==> src/hw/rtl/lbce_pkg.sv <==
// Shared types and constants for the linear block code encoder.
// Holds the request payload structs, command codes and character codes.
// No dependencies; imported by linear_block_code_encoder_top.
package lbce_pkg;

  // Storage limits of the generator matrix and the codeword accumulator.
  localparam int unsigned MaxMsgBits  = 16;
  localparam int unsigned MaxCodeBits = 32;

  // Command codes carried in the input request.
  localparam logic [1:0] CMD_LOAD  = 2'd0;
  localparam logic [1:0] CMD_DATA  = 2'd1;
  localparam logic [1:0] CMD_FLUSH = 2'd2;

  // Configuration register indexes.
  localparam logic [1:0] CFG_CODE_LENGTH = 2'd0;
  localparam logic [1:0] CFG_MSG_LENGTH  = 2'd1;
  localparam logic [1:0] CFG_TEXT_MODE   = 2'd2;

  // ASCII codes used in text mode.
  localparam logic [7:0] CHAR_ZERO    = 8'd48;
  localparam logic [7:0] CHAR_ONE     = 8'd49;
  localparam logic [7:0] CHAR_SPACE   = 8'd32;
  localparam logic [7:0] CHAR_TAB     = 8'd9;
  localparam logic [7:0] CHAR_NEWLINE = 8'd10;

  // Input request payload.
  typedef struct packed {
    logic [1:0]  cmd;
    logic [3:0]  row_index;
    logic [31:0] row_bits;
    logic [7:0]  data_byte;
  } in_req_t;

  // Output request payload.
  typedef struct packed {
    logic [7:0] out_byte;
    logic       input_error;
    logic       last;
  } out_req_t;

endpackage

==> src/hw/rtl/linear_block_code_encoder_top.sv <==
// Linear block code encoder: microcoded sequencer, generator row file, output stage.
// Depends on lbce_pkg for payload types, command codes and character codes.
//
// Usage: requests enter on in_valid_i/in_stall_o/in_i and results leave on
// out_valid_o/out_stall_i/out_o. A request is taken when valid is high and
// stall is low. Command 0 writes one generator row, command 1 brings a data
// byte (binary mode) or one character (text mode), command 2 flushes. The
// registers code_length, message_length and text_mode are written through
// cfg_we_i/cfg_idx_i/cfg_data_i; the user must do so only while the block is
// idle, and the block itself does not enforce this. A control program in a
// read-only table steps through each request one control word per cycle unless
// the output stalls it, so one request is processed at a time. For each
// codeword, k rows are accumulated one per cycle and n codeword bits are emitted
// one per cycle unless the output stalls, with a newline first in text mode
// once a codeword has already gone out.
// Each result is held back one slot so that the last one of a request can
// be marked; a result reaches the output register when the next result of
// its request is produced or when the request ends.
// When the receiver stalls, the output register holds its result and the
// sequencer waits at the next step that produces or releases a result.
// Reset clears the message, packing and halt state and loads the register
// defaults n = 7, k = 4, binary mode; generator rows must be written first.
module linear_block_code_encoder_top (
  input  logic              clk_i,
  input  logic              rst_ni,
  input  logic              cfg_we_i,
  input  logic [1:0]        cfg_idx_i,
  input  logic [5:0]        cfg_data_i,
  input  logic              in_valid_i,
  output logic              in_stall_o,
  input  lbce_pkg::in_req_t in_i,
  output logic              out_valid_o,
  input  logic              out_stall_i,
  output lbce_pkg::out_req_t out_o
);
  import lbce_pkg::*;

  // Micro-operations driving the datapath.
  typedef enum logic [3:0] {
    OP_NONE,
    OP_ACCEPT,
    OP_LOAD_ROW,
    OP_ADD_BIN,
    OP_ADD_TXT,
    OP_TXT_ERR,
    OP_ENC_INIT,
    OP_ENC_STEP,
    OP_EMIT_INIT,
    OP_PUSH_NL,
    OP_EMIT_BIT,
    OP_ENC_DONE,
    OP_PAD,
    OP_CLEAR,
    OP_FINISH
  } op_e;

  // Jump conditions; when false the step counter advances by one.
  typedef enum logic [3:0] {
    C_NEXT,
    C_ALWAYS,
    C_NO_REQ,
    C_FLUSH,
    C_NOT_DATA,
    C_HALT,
    C_TEXT,
    C_MSG_FULL,
    C_BITS_LEFT,
    C_CH_BIT,
    C_MORE_K,
    C_NO_NL,
    C_MORE_N
  } cond_e;

  typedef struct packed {
    op_e        op;
    cond_e      cond;
    logic [4:0] tgt;
  } ctrl_t;

  // Labeled program addresses.
  localparam logic [4:0] S_IDLE     = 5'd0;
  localparam logic [4:0] S_ADD_BIN  = 5'd5;
  localparam logic [4:0] S_CHECK    = 5'd6;
  localparam logic [4:0] S_MORE     = 5'd7;
  localparam logic [4:0] S_DONE     = 5'd8;
  localparam logic [4:0] S_TEXT     = 5'd9;
  localparam logic [4:0] S_TXT_ADD  = 5'd11;
  localparam logic [4:0] S_FLUSH    = 5'd12;
  localparam logic [4:0] S_PAD      = 5'd14;
  localparam logic [4:0] S_CLEAR    = 5'd15;
  localparam logic [4:0] S_ENC      = 5'd16;
  localparam logic [4:0] S_ENC_LOOP = 5'd17;
  localparam logic [4:0] S_EMIT     = 5'd20;
  localparam logic [4:0] S_LAST     = 5'd22;

  // Control program: one control word per step.
  function automatic ctrl_t rom(input logic [4:0] pc);
    ctrl_t w;
    unique case (pc)
      5'd0:  w = '{OP_ACCEPT,    C_NO_REQ,    S_IDLE};
      5'd1:  w = '{OP_NONE,      C_FLUSH,     S_FLUSH};
      5'd2:  w = '{OP_LOAD_ROW,  C_NOT_DATA,  S_DONE};
      5'd3:  w = '{OP_NONE,      C_HALT,      S_DONE};
      5'd4:  w = '{OP_NONE,      C_TEXT,      S_TEXT};
      5'd5:  w = '{OP_ADD_BIN,   C_NEXT,      S_IDLE};
      5'd6:  w = '{OP_NONE,      C_MSG_FULL,  S_ENC};
      5'd7:  w = '{OP_NONE,      C_BITS_LEFT, S_ADD_BIN};
      5'd8:  w = '{OP_FINISH,    C_ALWAYS,    S_IDLE};
      5'd9:  w = '{OP_NONE,      C_CH_BIT,    S_TXT_ADD};
      5'd10: w = '{OP_TXT_ERR,   C_ALWAYS,    S_DONE};
      5'd11: w = '{OP_ADD_TXT,   C_ALWAYS,    S_CHECK};
      5'd12: w = '{OP_NONE,      C_TEXT,      S_CLEAR};
      5'd13: w = '{OP_NONE,      C_ALWAYS,    S_ENC};
      5'd14: w = '{OP_PAD,       C_NEXT,      S_IDLE};
      5'd15: w = '{OP_CLEAR,     C_ALWAYS,    S_DONE};
      5'd16: w = '{OP_ENC_INIT,  C_NEXT,      S_IDLE};
      5'd17: w = '{OP_ENC_STEP,  C_MORE_K,    S_ENC_LOOP};
      5'd18: w = '{OP_EMIT_INIT, C_NO_NL,     S_EMIT};
      5'd19: w = '{OP_PUSH_NL,   C_NEXT,      S_IDLE};
      5'd20: w = '{OP_EMIT_BIT,  C_MORE_N,    S_EMIT};
      5'd21: w = '{OP_ENC_DONE,  C_FLUSH,     S_PAD};
      5'd22: w = '{OP_NONE,      C_ALWAYS,    S_MORE};
      default: w = '{OP_NONE,    C_ALWAYS,    S_IDLE};
    endcase
    return w;
  endfunction

  // Configuration registers.
  logic [5:0] code_len_q;
  logic [4:0] msg_len_q;
  logic       text_q;

  // Sequencer and datapath registers.
  logic [4:0]            pc_q, pc_d;
  in_req_t               item_q, item_d;
  logic [3:0]            bitpos_q, bitpos_d;
  logic [MaxMsgBits-1:0] msg_q, msg_d;
  logic [4:0]            mcnt_q, mcnt_d;
  logic [7:0]            pbyte_q, pbyte_d;
  logic [2:0]            pcnt_q, pcnt_d;
  logic                  emitted_q, emitted_d;
  logic                  halt_q, halt_d;
  logic [MaxCodeBits-1:0] acc_q, acc_d;
  logic [5:0]            idx_q, idx_d;
  out_req_t              pend_q, pend_d;
  logic                  pend_v_q, pend_v_d;
  out_req_t              out_q, out_d;
  logic                  out_v_q, out_v_d;

  // Generator row file.
  logic [MaxCodeBits-1:0] rows_q [MaxMsgBits];
  logic                   row_we;

  ctrl_t      cw;
  logic [4:0] eff_k;
  logic [5:0] eff_n;
  logic       jump;
  logic       push_req;
  out_req_t   push_data;
  logic       send_need;
  logic       out_free;
  logic       hold;
  logic       bin_bit;
  logic       emit_bit;
  logic       is_ws;

  // Effective lengths: zero reads as one, large values saturate.
  always_comb begin
    if (msg_len_q == 5'd0) begin
      eff_k = 5'd1;
    end else if (msg_len_q > 5'(MaxMsgBits)) begin
      eff_k = 5'(MaxMsgBits);
    end else begin
      eff_k = msg_len_q;
    end
    if (code_len_q == 6'd0) begin
      eff_n = 6'd1;
    end else if (code_len_q > 6'(MaxCodeBits)) begin
      eff_n = 6'(MaxCodeBits);
    end else begin
      eff_n = code_len_q;
    end
  end

  assign cw       = rom(pc_q);
  assign out_free = !out_v_q || !out_stall_i;
  assign bin_bit  = item_q.data_byte[3'(3'd7 - bitpos_q[2:0])];
  assign emit_bit = acc_q[idx_q[4:0]];
  assign is_ws    = (item_q.data_byte == CHAR_SPACE) || (item_q.data_byte == CHAR_TAB) ||
                    (item_q.data_byte == CHAR_NEWLINE);

  // Jump condition select.
  always_comb begin
    unique case (cw.cond)
      C_NEXT:      jump = 1'b0;
      C_ALWAYS:    jump = 1'b1;
      C_NO_REQ:    jump = !in_valid_i;
      C_FLUSH:     jump = (item_q.cmd == CMD_FLUSH);
      C_NOT_DATA:  jump = (item_q.cmd != CMD_DATA);
      C_HALT:      jump = halt_q;
      C_TEXT:      jump = text_q;
      C_MSG_FULL:  jump = (mcnt_q >= eff_k);
      C_BITS_LEFT: jump = !text_q && (bitpos_q != 4'd8);
      C_CH_BIT:    jump = (item_q.data_byte == CHAR_ZERO) || (item_q.data_byte == CHAR_ONE);
      C_MORE_K:    jump = (6'(idx_q + 6'd1) < {1'b0, eff_k});
      C_NO_NL:     jump = !(text_q && emitted_q);
      C_MORE_N:    jump = (6'(idx_q + 6'd1) < eff_n);
      default:     jump = 1'b0;
    endcase
  end

  // Result produced by the current step, before the hold-back slot.
  always_comb begin
    push_req  = 1'b0;
    push_data = '0;
    case (cw.op)
      OP_TXT_ERR: begin
        push_req  = !is_ws;
        push_data = '{item_q.data_byte, 1'b1, 1'b0};
      end
      OP_PUSH_NL: begin
        push_req  = 1'b1;
        push_data = '{CHAR_NEWLINE, 1'b0, 1'b0};
      end
      OP_EMIT_BIT: begin
        push_req = text_q || (pcnt_q == 3'd7);
        if (text_q) begin
          push_data = '{CHAR_ZERO | {7'd0, emit_bit}, 1'b0, 1'b0};
        end else begin
          push_data = '{{pbyte_q[6:0], emit_bit}, 1'b0, 1'b0};
        end
      end
      OP_PAD: begin
        push_req  = (pcnt_q != 3'd0);
        push_data = '{pbyte_q << 3'(4'd8 - {1'b0, pcnt_q}), 1'b0, 1'b0};
      end
      default: ;
    endcase
    send_need = pend_v_q && (push_req || (cw.op == OP_FINISH));
    hold      = send_need && !out_free;
  end

  // Datapath next state.
  always_comb begin
    pc_d      = pc_q;
    item_d    = item_q;
    bitpos_d  = bitpos_q;
    msg_d     = msg_q;
    mcnt_d    = mcnt_q;
    pbyte_d   = pbyte_q;
    pcnt_d    = pcnt_q;
    emitted_d = emitted_q;
    halt_d    = halt_q;
    acc_d     = acc_q;
    idx_d     = idx_q;
    pend_d    = pend_q;
    pend_v_d  = pend_v_q;
    out_d     = out_q;
    out_v_d   = out_v_q;
    row_we    = 1'b0;

    // The output register frees when its request is taken.
    if (out_free) begin
      out_v_d = 1'b0;
    end

    if (!hold) begin
      pc_d = jump ? cw.tgt : 5'(pc_q + 5'd1);
      case (cw.op)
        OP_ACCEPT: begin
          if (in_valid_i) begin
            item_d   = in_i;
            bitpos_d = 4'd0;
          end
        end
        OP_LOAD_ROW: row_we = (item_q.cmd == CMD_LOAD);
        OP_ADD_BIN: begin
          if ((mcnt_q < 5'(MaxMsgBits)) && bin_bit) begin
            msg_d[mcnt_q[3:0]] = 1'b1;
          end
          mcnt_d   = 5'(mcnt_q + 5'd1);
          bitpos_d = 4'(bitpos_q + 4'd1);
        end
        OP_ADD_TXT: begin
          if ((mcnt_q < 5'(MaxMsgBits)) && item_q.data_byte[0]) begin
            msg_d[mcnt_q[3:0]] = 1'b1;
          end
          mcnt_d = 5'(mcnt_q + 5'd1);
        end
        OP_TXT_ERR: begin
          if (!is_ws) begin
            halt_d = 1'b1;
          end
        end
        OP_ENC_INIT: begin
          acc_d = '0;
          idx_d = 6'd0;
        end
        OP_ENC_STEP: begin
          if (msg_q[idx_q[3:0]]) begin
            acc_d = acc_q ^ rows_q[idx_q[3:0]];
          end
          idx_d = 6'(idx_q + 6'd1);
        end
        OP_EMIT_INIT: idx_d = 6'd0;
        OP_EMIT_BIT: begin
          if (!text_q) begin
            if (pcnt_q == 3'd7) begin
              pbyte_d = 8'd0;
              pcnt_d  = 3'd0;
            end else begin
              pbyte_d = {pbyte_q[6:0], emit_bit};
              pcnt_d  = 3'(pcnt_q + 3'd1);
            end
          end
          idx_d = 6'(idx_q + 6'd1);
        end
        OP_ENC_DONE: begin
          emitted_d = 1'b1;
          msg_d     = '0;
          mcnt_d    = 5'd0;
        end
        OP_CLEAR: begin
          msg_d     = '0;
          mcnt_d    = 5'd0;
          pbyte_d   = 8'd0;
          pcnt_d    = 3'd0;
          emitted_d = 1'b0;
          halt_d    = 1'b0;
        end
        default: ;
      endcase

      // Hold-back slot: a new result releases the previous one, and the end
      // of a request releases the held result marked as last.
      if (push_req) begin
        pend_d   = push_data;
        pend_v_d = 1'b1;
        if (pend_v_q) begin
          out_d      = pend_q;
          out_d.last = 1'b0;
          out_v_d    = 1'b1;
        end
      end else if (cw.op == OP_FINISH) begin
        pend_v_d = 1'b0;
        if (pend_v_q) begin
          out_d      = pend_q;
          out_d.last = 1'b1;
          out_v_d    = 1'b1;
        end
      end
    end
  end

  // Sequencer, stream state and registered outputs.
  always_ff @(posedge clk_i or negedge rst_ni) begin
    if (!rst_ni) begin
      pc_q       <= S_IDLE;
      msg_q      <= '0;
      mcnt_q     <= 5'd0;
      pbyte_q    <= 8'd0;
      pcnt_q     <= 3'd0;
      emitted_q  <= 1'b0;
      halt_q     <= 1'b0;
      pend_v_q   <= 1'b0;
      out_v_q    <= 1'b0;
      code_len_q <= 6'd7;
      msg_len_q  <= 5'd4;
      text_q     <= 1'b0;
    end else begin
      pc_q      <= pc_d;
      msg_q     <= msg_d;
      mcnt_q    <= mcnt_d;
      pbyte_q   <= pbyte_d;
      pcnt_q    <= pcnt_d;
      emitted_q <= emitted_d;
      halt_q    <= halt_d;
      pend_v_q  <= pend_v_d;
      out_v_q   <= out_v_d;
      if (cfg_we_i) begin
        case (cfg_idx_i)
          CFG_CODE_LENGTH: code_len_q <= cfg_data_i;
          CFG_MSG_LENGTH:  msg_len_q  <= cfg_data_i[4:0];
          CFG_TEXT_MODE:   text_q     <= cfg_data_i[0];
          default: ;
        endcase
      end
    end
  end

  // Payload registers without reset.
  always_ff @(posedge clk_i) begin
    item_q   <= item_d;
    bitpos_q <= bitpos_d;
    acc_q    <= acc_d;
    idx_q    <= idx_d;
    pend_q   <= pend_d;
    out_q    <= out_d;
  end

  // Generator row file, written by row load requests.
  always_ff @(posedge clk_i) begin
    if (row_we) begin
      rows_q[item_q.row_index] <= item_q.row_bits;
    end
  end

  assign in_stall_o  = (pc_q != S_IDLE);
  assign out_valid_o = out_v_q;
  assign out_o       = out_q;

  // The step counter stays inside the program.
  assert property (@(posedge clk_i) disable iff (!rst_ni) pc_q <= S_LAST)
    else $error("step counter left the control program");

  // Between requests no result is held back.
  assert property (@(posedge clk_i) disable iff (!rst_ni) (pc_q == S_IDLE) |-> !pend_v_q)
    else $error("held result left over between requests");

  // Between requests the message count stays below the storage limit.
  assert property (@(posedge clk_i) disable iff (!rst_ni)
    (pc_q == S_IDLE) |-> (mcnt_q < 5'(MaxMsgBits)))
    else $error("message count out of range while idle");

  // An accepted request starts the decode step.
  assert property (@(posedge clk_i) disable iff (!rst_ni)
    (in_valid_i && !in_stall_o) |=> (pc_q == 5'd1))
    else $error("accepted request did not start decoding");

endmodule

==> config.mk <==
export PLATFORM = sky130hd
export DESIGN_NAME = linear_block_code_encoder_top
export DESIGN_NICKNAME = d
export VERILOG_FILES = /design/src/hw/rtl/lbce_pkg.sv /design/src/hw/rtl/linear_block_code_encoder_top.sv
export SDC_FILE = /design/constraint.sdc
export NUM_CORES = 1
export LEC_CHECK = 0
export BUFFER_PORTS_ARGS = -buffer_cell sky130_fd_sc_hd__clkbuf_2
export CAP_MARGIN = 10
export CORE_ASPECT_RATIO = 0.7
export CORE_MARGIN = 4
export CORE_UTILIZATION = 45
export CTS_CLUSTER_SIZE = 8
export DETAILED_ROUTE_END_ITERATION = 6
export GPL_TIMING_DRIVEN = 0
export PLACE_DENSITY_LB_ADDON = 0.25
export SYNTH_ARGS = -nofsm -noshare
export SYNTH_HDL_FRONTEND = slang
export SYNTH_SLANG_ARGS = --single-unit
export TNS_END_PERCENT = 30
==> constraint.sdc <==
create_clock -name clk_i -period 6.2 [get_ports clk_i]
set_clock_uncertainty 0.2 [all_clocks]
set_input_delay 0.31 -clock clk_i [delete_from_list [all_inputs] [get_ports clk_i]]
set_output_delay 0.31 -clock clk_i [all_outputs]
set_load 0.01 [all_outputs]
==> impl_metrics.csv, run 1 <==
group,metric,value,unit
timing,drv_slew,0,
clock_tree,cts.sinks,676,
clock_tree,post_cts_resized,0,
global_routing,grt_use_total,0.206,
critical_path,critPathSlowestCell,"nor3_2",
drt,antenna_left,0,
global_routing,grt_first_pass_wirelength,101,mm
global_routing,use_met1,0.324,
clock_tree,clockBufferDepth,3,
global_routing,grt_pass1_vias,15156,
timing,hold_viol_final,0,
critical_path,worstSetupPathType,"reg2reg",
cells_and_area,drive_gt1_frac,0.266,
synthesis,synth_edf_count,619,
timing,relSlewSlack,0.238,
floorplanning,initial_core_util,0.454,
synthesis,ys_warn_count,0,
critical_path,r2r_cells,13,
placement,place_inst,2367,
cells_and_area,area_growth,19.4,%
cells_and_area,final_area,33300,um2
global_routing,met2_usage,0.297,
drt,drc_errors,0,
timing,fmax,190,MHz
timing,finalSetupViolCount,0,
global_routing,met3_usage,0.0449,
drt,drt_first_pass_iters,6,
cells_and_area,final_nets,1798,
placement,post-dp-hpwl,43.7,mm
clock_tree,htree_levels,3,
clock_tree,clkTransAtPathRegs,0.05,ns
synthesis,synthCells,1440,
power_and_ir_drop,leakagePower,11.1,nW
drt,drt-vias-per-instance,5.89,
cells_and_area,antennaDiodeCount,0,
critical_path,crit_path_end_kind,"register",
critical_path,required,6.33,ns
synthesis,synth-main-ff-cell,"edfxtp_1",
cells_and_area,fin_cells,2563,
power_and_ir_drop,max-vdd-ir-drop,293,uV
drt,drt_iter0_markers,1788,
timing,tns,0,ns
synthesis,syn_area,27900,um2
clock_tree,cts_tree,"done",
floorplanning,fp.coreArea,61400,um2
cells_and_area,final_common_cell,"edfxtp_1",
critical_path,worstPathArrival,5.40,ns
timing,tightest_slew,1.14,ns
drt,detail_route.wl_per_cell,26.3,um
synthesis,ys_ff_latch,676,
global_routing,antenna_found_initial,0,
global_routing,grt_max_degree,54,
timing,period_share,0.849,
critical_path,r2r_slack,0.93,ns
critical_path,r2r_end,"rows_q[1][17]",
global_routing,top_usage_layer,"met1",
critical_path,crit_fanout,10,
timing,rsz0062_at_grt,"no",
critical_path,cp_num_buf_inv,5,
timing,fin_crit,5.27,ns
synthesis,synth_nets,1533,
critical_path,slowest_delay,0.78,ns
hold_path,hold_class,"in2async",
floorplanning,dieArea,66100,um2
clock_tree,postCtsHoldBufs,59,
clock_tree,cts-root-buf,"clkbuf_16",
clock_tree,clock_latency,0.64,ns
critical_path,cp_cell_sequence,"inv_1, ha_1, buf_2, nor2b_1, o21ai_2, and2_1, buf_2, nand2_1, nor4_1, nand3b_1, nor3_2, buf_6, buf_6",
flow_run,cap_viol_max_count,0,
synthesis,synth_area_per_cell,19.4,um2
critical_path,crit_path_start_kind,"register",
cells_and_area,fill_cells,4738,
floorplanning,num_rows,76,
synthesis,async_flop_share,0.0784,
global_routing,grt.overflow.total,0,
synthesis,synth_cell_type_count,83,
clock_tree,postCtsSetupBuffers,0,
drt,wl,67.4,mm
placement,dpl-instance-area,30000,um2
placement,portBuffers,70,
clock_tree,cts_made_buffers,94,
status,status,"completed",
floorplanning,ios,71,
placement,gp_congestion,0.874,
floorplanning,die_x,306,um
cells_and_area,most-common-layout-cells,"edfxtp_1, mux4_2, clkbuf_16",
floorplanning,die_h,216,um
critical_path,path_delay_family,"simple AND/OR/NAND/NOR gates",
critical_path,r2r-start,"pc_q[1]",
drt,dr_total_vias,15094,
synthesis,ys_seq_area_frac,0.717,
power_and_ir_drop,p_per_area,482,nW/um2
==> kinds of logic (layout without fill, tap and decap cells) <==
logic type | Yosys count | in the layout | share of synthesized area
multiplexers | 213 | 213 | 0.158
adder cells (fa/ha/maj) | 34 | 34 | 0.0153
AND/OR/NAND/NOR | 251 | 251 | 0.0464
AO/OA/AOI/OAI | 136 | 136 | 0.0365
flip-flops | 676 | 676 | 0.717
buffers and inverters | 89 | 393 | 0.0135
XOR/XNOR | 41 | 41 | 0.0129
==> worst reg2reg max path, stage by stage (launching register included) <==
cell,delay [ns]
dfrtp_1,0.65
inv_1,0.26
ha_1,0.24
buf_2,0.20
nor2b_1,0.17
o21ai_2,0.29
and2_1,0.17
buf_2,0.22
nand2_1,0.16
nor4_1,0.71
nand3b_1,0.50
nor3_2,0.78
buf_6,0.26
buf_6,0.19
==> layer usage <==
metal | vias up | share of wire
li1 | 6407 | -
met1 | 7914 | 0.45
met2 | 685 | 0.44
met3 | 88 | 0.085
met4 | 0 | 0.015
met5 | - | 0
==> worst max-delay path by stage <==
stage	startpoint	endpoint	slack [ns]	depth (start not counted)
after CTS	pc_q[1]	rows_q[1][26]	1.02	13
after global placement	pc_q[1]	rows_q[0][18]	-3.38	11
after detailed placement	pc_q[1]	rows_q[1][17]	1.06	13
after global routing	pc_q[1]	rows_q[1][27]	0.80	13
after floorplan	pc_q[0]	rows_q[0][0]	0.72	12
final	pc_q[1]	rows_q[1][17]	0.93	13
==> flip-flops by register name (all words and copies together) (netlist names), named ones only <==
| register | count |
|---|---|
| pbyte_q | 8 |
| text_q | 1 |
| halt_q | 1 |
| out_valid_o | 1 |
| code_len_q | 6 |
| msg_len_q | 5 |
| mcnt_q | 5 |
| pcnt_q | 3 |
| emitted_q | 1 |
| pc_q | 5 |
| out_o | 10 |
| idx_q | 6 |
| acc_q | 32 |
| pend_q | 9 |
| msg_q | 16 |
| item_q | 46 |
| pend_v_q | 1 |
| rows_q | 512 |
| bitpos_q | 4 |
==> stage by stage <==
| step | hold WS [ns] | setup WS (ns) | power (mW) | utilization |
|---|---|---|---|---|
| 6_report | 0.114 | 0.934 | 16.1 | 0.542 |
| 5_1_grt | 0.134 | 0.800 | 16.8 | 0.542 |
| 4_1_cts | 0.0952 | 1.02 | 16.1 | 0.542 |
| 3_5_place_dp | 0.214 | 1.06 | 11.4 | 0.489 |
| 3_3_place_gp | 0.217 | -3.38 | 11.3 | 0.476 |
| 2_1_floorplan | -0.186 | 0.718 | 9.76 | - |
==> synthesized netlist by cell type (4+ instances only) <==
cell type | n | area, um2
nand3b_1 | 6 | 45.0
dfrtp_1 | 49 | 1230
a22o_1 | 23 | 201
a211oi_1 | 5 | 37.5
o22ai_1 | 5 | 31.3
clkbuf_1 | 35 | 131
and3_1 | 6 | 37.5
ha_1 | 34 | 425
mux4_2 | 181 | 4080
nor2_1 | 93 | 349
edfxtp_1 | 619 | 18600
o21a_1 | 5 | 37.5
o21ai_0 | 19 | 95.1
mux2_2 | 12 | 135
dfxtp_1 | 4 | 80.1
o21ai_1 | 5 | 25.0
a221o_1 | 4 | 40.0
buf_1 | 16 | 60.1
nor3_1 | 12 | 60.1
nor4_1 | 5 | 31.3
a21oi_1 | 23 | 115
nand2b_1 | 12 | 75.1
xnor2_1 | 37 | 324
nand2_1 | 46 | 173
buf_4 | 5 | 37.5
buf_2 | 8 | 40.0
and2_1 | 5 | 31.3
nor3b_1 | 5 | 37.5
nor2b_1 | 10 | 62.6
a31oi_1 | 7 | 43.8
mux2i_1 | 18 | 180
inv_1 | 22 | 82.6
o211ai_1 | 4 | 30.0
xor2_1 | 4 | 35.0
a21o_1 | 7 | 52.6
nand3_1 | 23 | 115
dfstp_2 | 4 | 105
==> final cells by class <==
class / instances / area [um2] / area share
multi-input combinational: 675 / 7640 / 0.229
tap: 819 / 1020 / 0.0308
inverter: 23 / 86.3 / 0.00259
clock inverter: 6 / 135 / 0.00406
buffer: 66 / 292 / 0.00875
clock buffer: 129 / 2510 / 0.0755
timing repair buffer: 169 / 1610 / 0.0484
sequential: 676 / 20000 / 0.601
==> power by group <==
group	internal, mW	total (mW)	switching [mW]	leakage (nW)
clock	2.79	4.63	1.84	1.27
combinational	2.33	5.23	2.91	3.51
sequential	5.72	6.20	0.472	6.28
Power figures use the tool's default switching activity.
==> inputs of run 2 (changes only) <==
--- a/config.mk
+++ b/config.mk
@@ -5,6 +5,7 @@
 export SDC_FILE = /design/constraint.sdc
 export NUM_CORES = 1
 export LEC_CHECK = 0
+export ABC_AREA = 1
 export BUFFER_PORTS_ARGS = -buffer_cell sky130_fd_sc_hd__clkbuf_2
 export CAP_MARGIN = 10
 export CORE_ASPECT_RATIO = 0.7
==> constraint.sdc (replaced) <==
create_clock -name clk_i -period 4.5 [get_ports clk_i]
set_clock_uncertainty 0.2 [all_clocks]
set_input_delay 0.225 -clock clk_i [delete_from_list [all_inputs] [get_ports clk_i]]
set_output_delay 0.225 -clock clk_i [all_outputs]
set_load 0.01 [all_outputs]
==> impl_metrics.csv, run 2 <==
group,metric,value,unit
status,status,"complete, but fails checks",
status,violations,"setup timing",
drt,drt_iter0_markers,2213,
placement,gp_congestion,0.876,
critical_path,crit_fanout,19,
synthesis,ys_warn_count,0,
clock_tree,post_cts_resized,0,
critical_path,worstPathArrival,4.69,ns
floorplanning,die_h,221,um
timing,fin_crit,4.54,ns
timing,fmax,220,MHz
critical_path,crit_path_end_kind,"register",
clock_tree,htree_levels,3,
timing,rsz0062_at_grt,"yes",
synthesis,ys_ff_latch,676,
cells_and_area,most-common-layout-cells,"edfxtp_1, inv_1, nand2_1",
critical_path,crit_path_start_kind,"register",
cells_and_area,area_growth,19.2,%
power_and_ir_drop,sw_frac_of_total,0.384,
placement,post-dp-hpwl,54.2,mm
floorplanning,fp.coreArea,63600,um2
power_and_ir_drop,p_sw,8.63,mW
critical_path,slowest_delay,0.71,ns
timing,period_share,1.01,
synthesis,synth-main-ff-cell,"edfxtp_1",
synthesis,syn_area,29100,um2
cells_and_area,drive_gt1_frac,0.125,
synthesis,synth_area_per_cell,12.5,um2
synthesis,ys_top_cells_by_area,"edfxtp_1, mux2i_1, dfrtp_1",
timing,tightest_slew,1.28,ns
power_and_ir_drop,p_int,13.8,mW
synthesis,yosysTopAreaCell,"edfxtp_1",
synthesis,ys_seq_area_frac,0.687,
global_routing,grt_max_degree,37,
power_and_ir_drop,power_frac_clock,0.287,
timing,tns,-1.36,ns
drt,wl,83.2,mm
floorplanning,dieArea,68800,um2
global_routing,antenna_found_initial,0,
clock_tree,cts_tree,"done",
power_and_ir_drop,max-vdd-ir-drop,316,uV
global_routing,grt_pass1_vias,19079,
cells_and_area,largest_reg_flops,512,
drt,antenna_left,0,
critical_path,critPathSlowestCell,"nor2_4",
synthesis,synthCells,2336,
drt,drt-vias-per-instance,5.69,
drt,dr_total_vias,19782,
power_and_ir_drop,p_per_area,647,nW/um2
cells_and_area,final_nets,2700,
cells_and_area,seq_area,20000,um2
floorplanning,ios,71,
timing,fin_ws,-0.0391,ns
clock_tree,cts.sinks,676,
global_routing,grt_use_total,0.239,
synthesis,synth_common_cells,"edfxtp_1, inv_1, nand2_1, o21ai_0, a21oi_1",
timing,finalSetupViolCount,64,
drt,drc_errors,0,
cells_and_area,multi_input_area,7750,um2
global_routing,grt.overflow.total,0,
synthesis,yosys.area.top_type_share,0.639,
flow_run,cap_viol_max_count,0,
power_and_ir_drop,p_comb_frac,0.347,
floorplanning,die_x,312,um
placement,place_ws,0.00137,ns
timing,drv_slew,0,
timing,hold_viol_final,0,
power_and_ir_drop,p_seq_frac,0.366,
cells_and_area,final_common_cell,"edfxtp_1",
critical_path,cp_cell_sequence,"inv_1, ha_1, nand2_1, nor2_1, nor2_1, nand2_1, nand2_2, nand2_4, nor2_1, nand2_1, nor3_1, nand3_1, nor2_4, buf_12",
clock_tree,clock_latency,0.66,ns
cells_and_area,top_regs,"rows_q (512), item_q (46), acc_q (32)",
clock_tree,clockBufferDepth,3,
clock_tree,cts_made_buffers,94,
power_and_ir_drop,leakagePower,12.9,nW
synthesis,synth_nets,2429,
drt,detail_route.wl_per_cell,23.9,um
hold_path,hold_class,"in2reg",
cells_and_area,fill_cells,5220,
critical_path,worstSetupPathType,"reg2reg",
floorplanning,num_rows,77,
clock_tree,clkTransAtPathRegs,0.06,ns
global_routing,grt_first_pass_wirelength,121,mm
clock_tree,cts-root-buf,"clkbuf_16",
critical_path,required,4.65,ns
floorplanning,initial_core_util,0.457,
synthesis,synth_cell_type_count,44,
timing,relSlewSlack,0.144,
placement,portBuffers,70,
synthesis,async_flop_share,0.0784,
drt,drt_first_pass_iters,6,
synthesis,synth_most_common_cell,"edfxtp_1",
cells_and_area,top_register,"rows_q",
synthesis,synth_edf_count,619,
==> run 2: logic make-up (layout without fill, tap and decap cells) <==
kind of cell / count (synthesis) / count (layout) / share of synthesized area
flops: 676 / 676 / 0.687
compound gates: 641 / 641 / 0.129
simple gates: 483 / 483 / 0.0721
buf+inv: 366 / 675 / 0.0506
mux: 130 / 130 / 0.0447
fa+ha+maj: 34 / 34 / 0.0146
xor+xnor: 6 / 6 / 0.00181
other cells: 0 / 2 / 0
==> run 2: power groups by stage <==
stage	clock network, mW	logic [mW]	registers, mW
2_1_floorplan	0	4.88	8.10
3_3_place_gp	0	7.31	8.31
3_5_place_dp	0	7.53	8.32
4_1_cts	6.52	7.62	8.21
5_1_grt	6.85	8.44	8.28
6_report	6.44	7.79	8.21
==> run 2: cell type report <==
class	instances	share of cell area
inverters	249	0.0270
flip-flops and latches	676	0.577
clock inverters	6	0.00379
multi-input cells	1294	0.223
diodes	2	0.000144
well taps	829	0.0299
clock buffers	128	0.0728
repair buffers	175	0.0505
plain buffers	117	0.0154
==> run 2: final timing paths <==
path	start	endpoint	slack, ns	cells after the start
worst max-delay path	pc_q[0]	rows_q[1][19]	-0.04	14
worst min-delay path	in_i[9]	item_q[9]	0.08	2
worst max register to register	pc_q[0]	rows_q[1][19]	-0.04	14
worst min register to register	pend_q[4]	out_o[4]	0.22	0
max in group asynchronous	rst_ni	code_len_q[5]	2.27	4
min in group asynchronous	rst_ni	code_len_q[0]	0.55	3
==> run 2: worst max-delay path: cells and delay by family, from the launching register on <==
family / cells / cell delay [ns]
fa+ha+maj: 1 / 0.29
buf+inv: 2 / 0.52
flops: 1 / 0.56
simple gates: 11 / 2.68
==> run 2: routing by layer <==
layer	GRT usage	wire length (um)
met1	0.336	35800
met2	0.363	36800
met3	0.0672	8460
met4	0.0731	2080
met5	0	0
==> run 2: per-stage QoR <==
stage	power (mW)	hold WS [ns]	utilization	area, um2	std cells
3_3_place_gp	15.6	0.203	0.479	30500	3235
4_1_cts	22.3	0.0498	0.540	34300	3454
6_report	22.4	0.0824	0.545	34700	3476
3_5_place_dp	15.8	0.0384	0.488	31000	3254
5_1_grt	23.6	0.0586	0.545	34700	3474
2_1_floorplan	13.0	-0.271	-	29100	2336
==> run 2: what timing repair did <==
item                                    in CTS  in global routing
endpoints found under the hold margin      122                  0
endpoints found under the setup margin       0                372
hold buffers                                66                  0
setup buffers                                0                 19
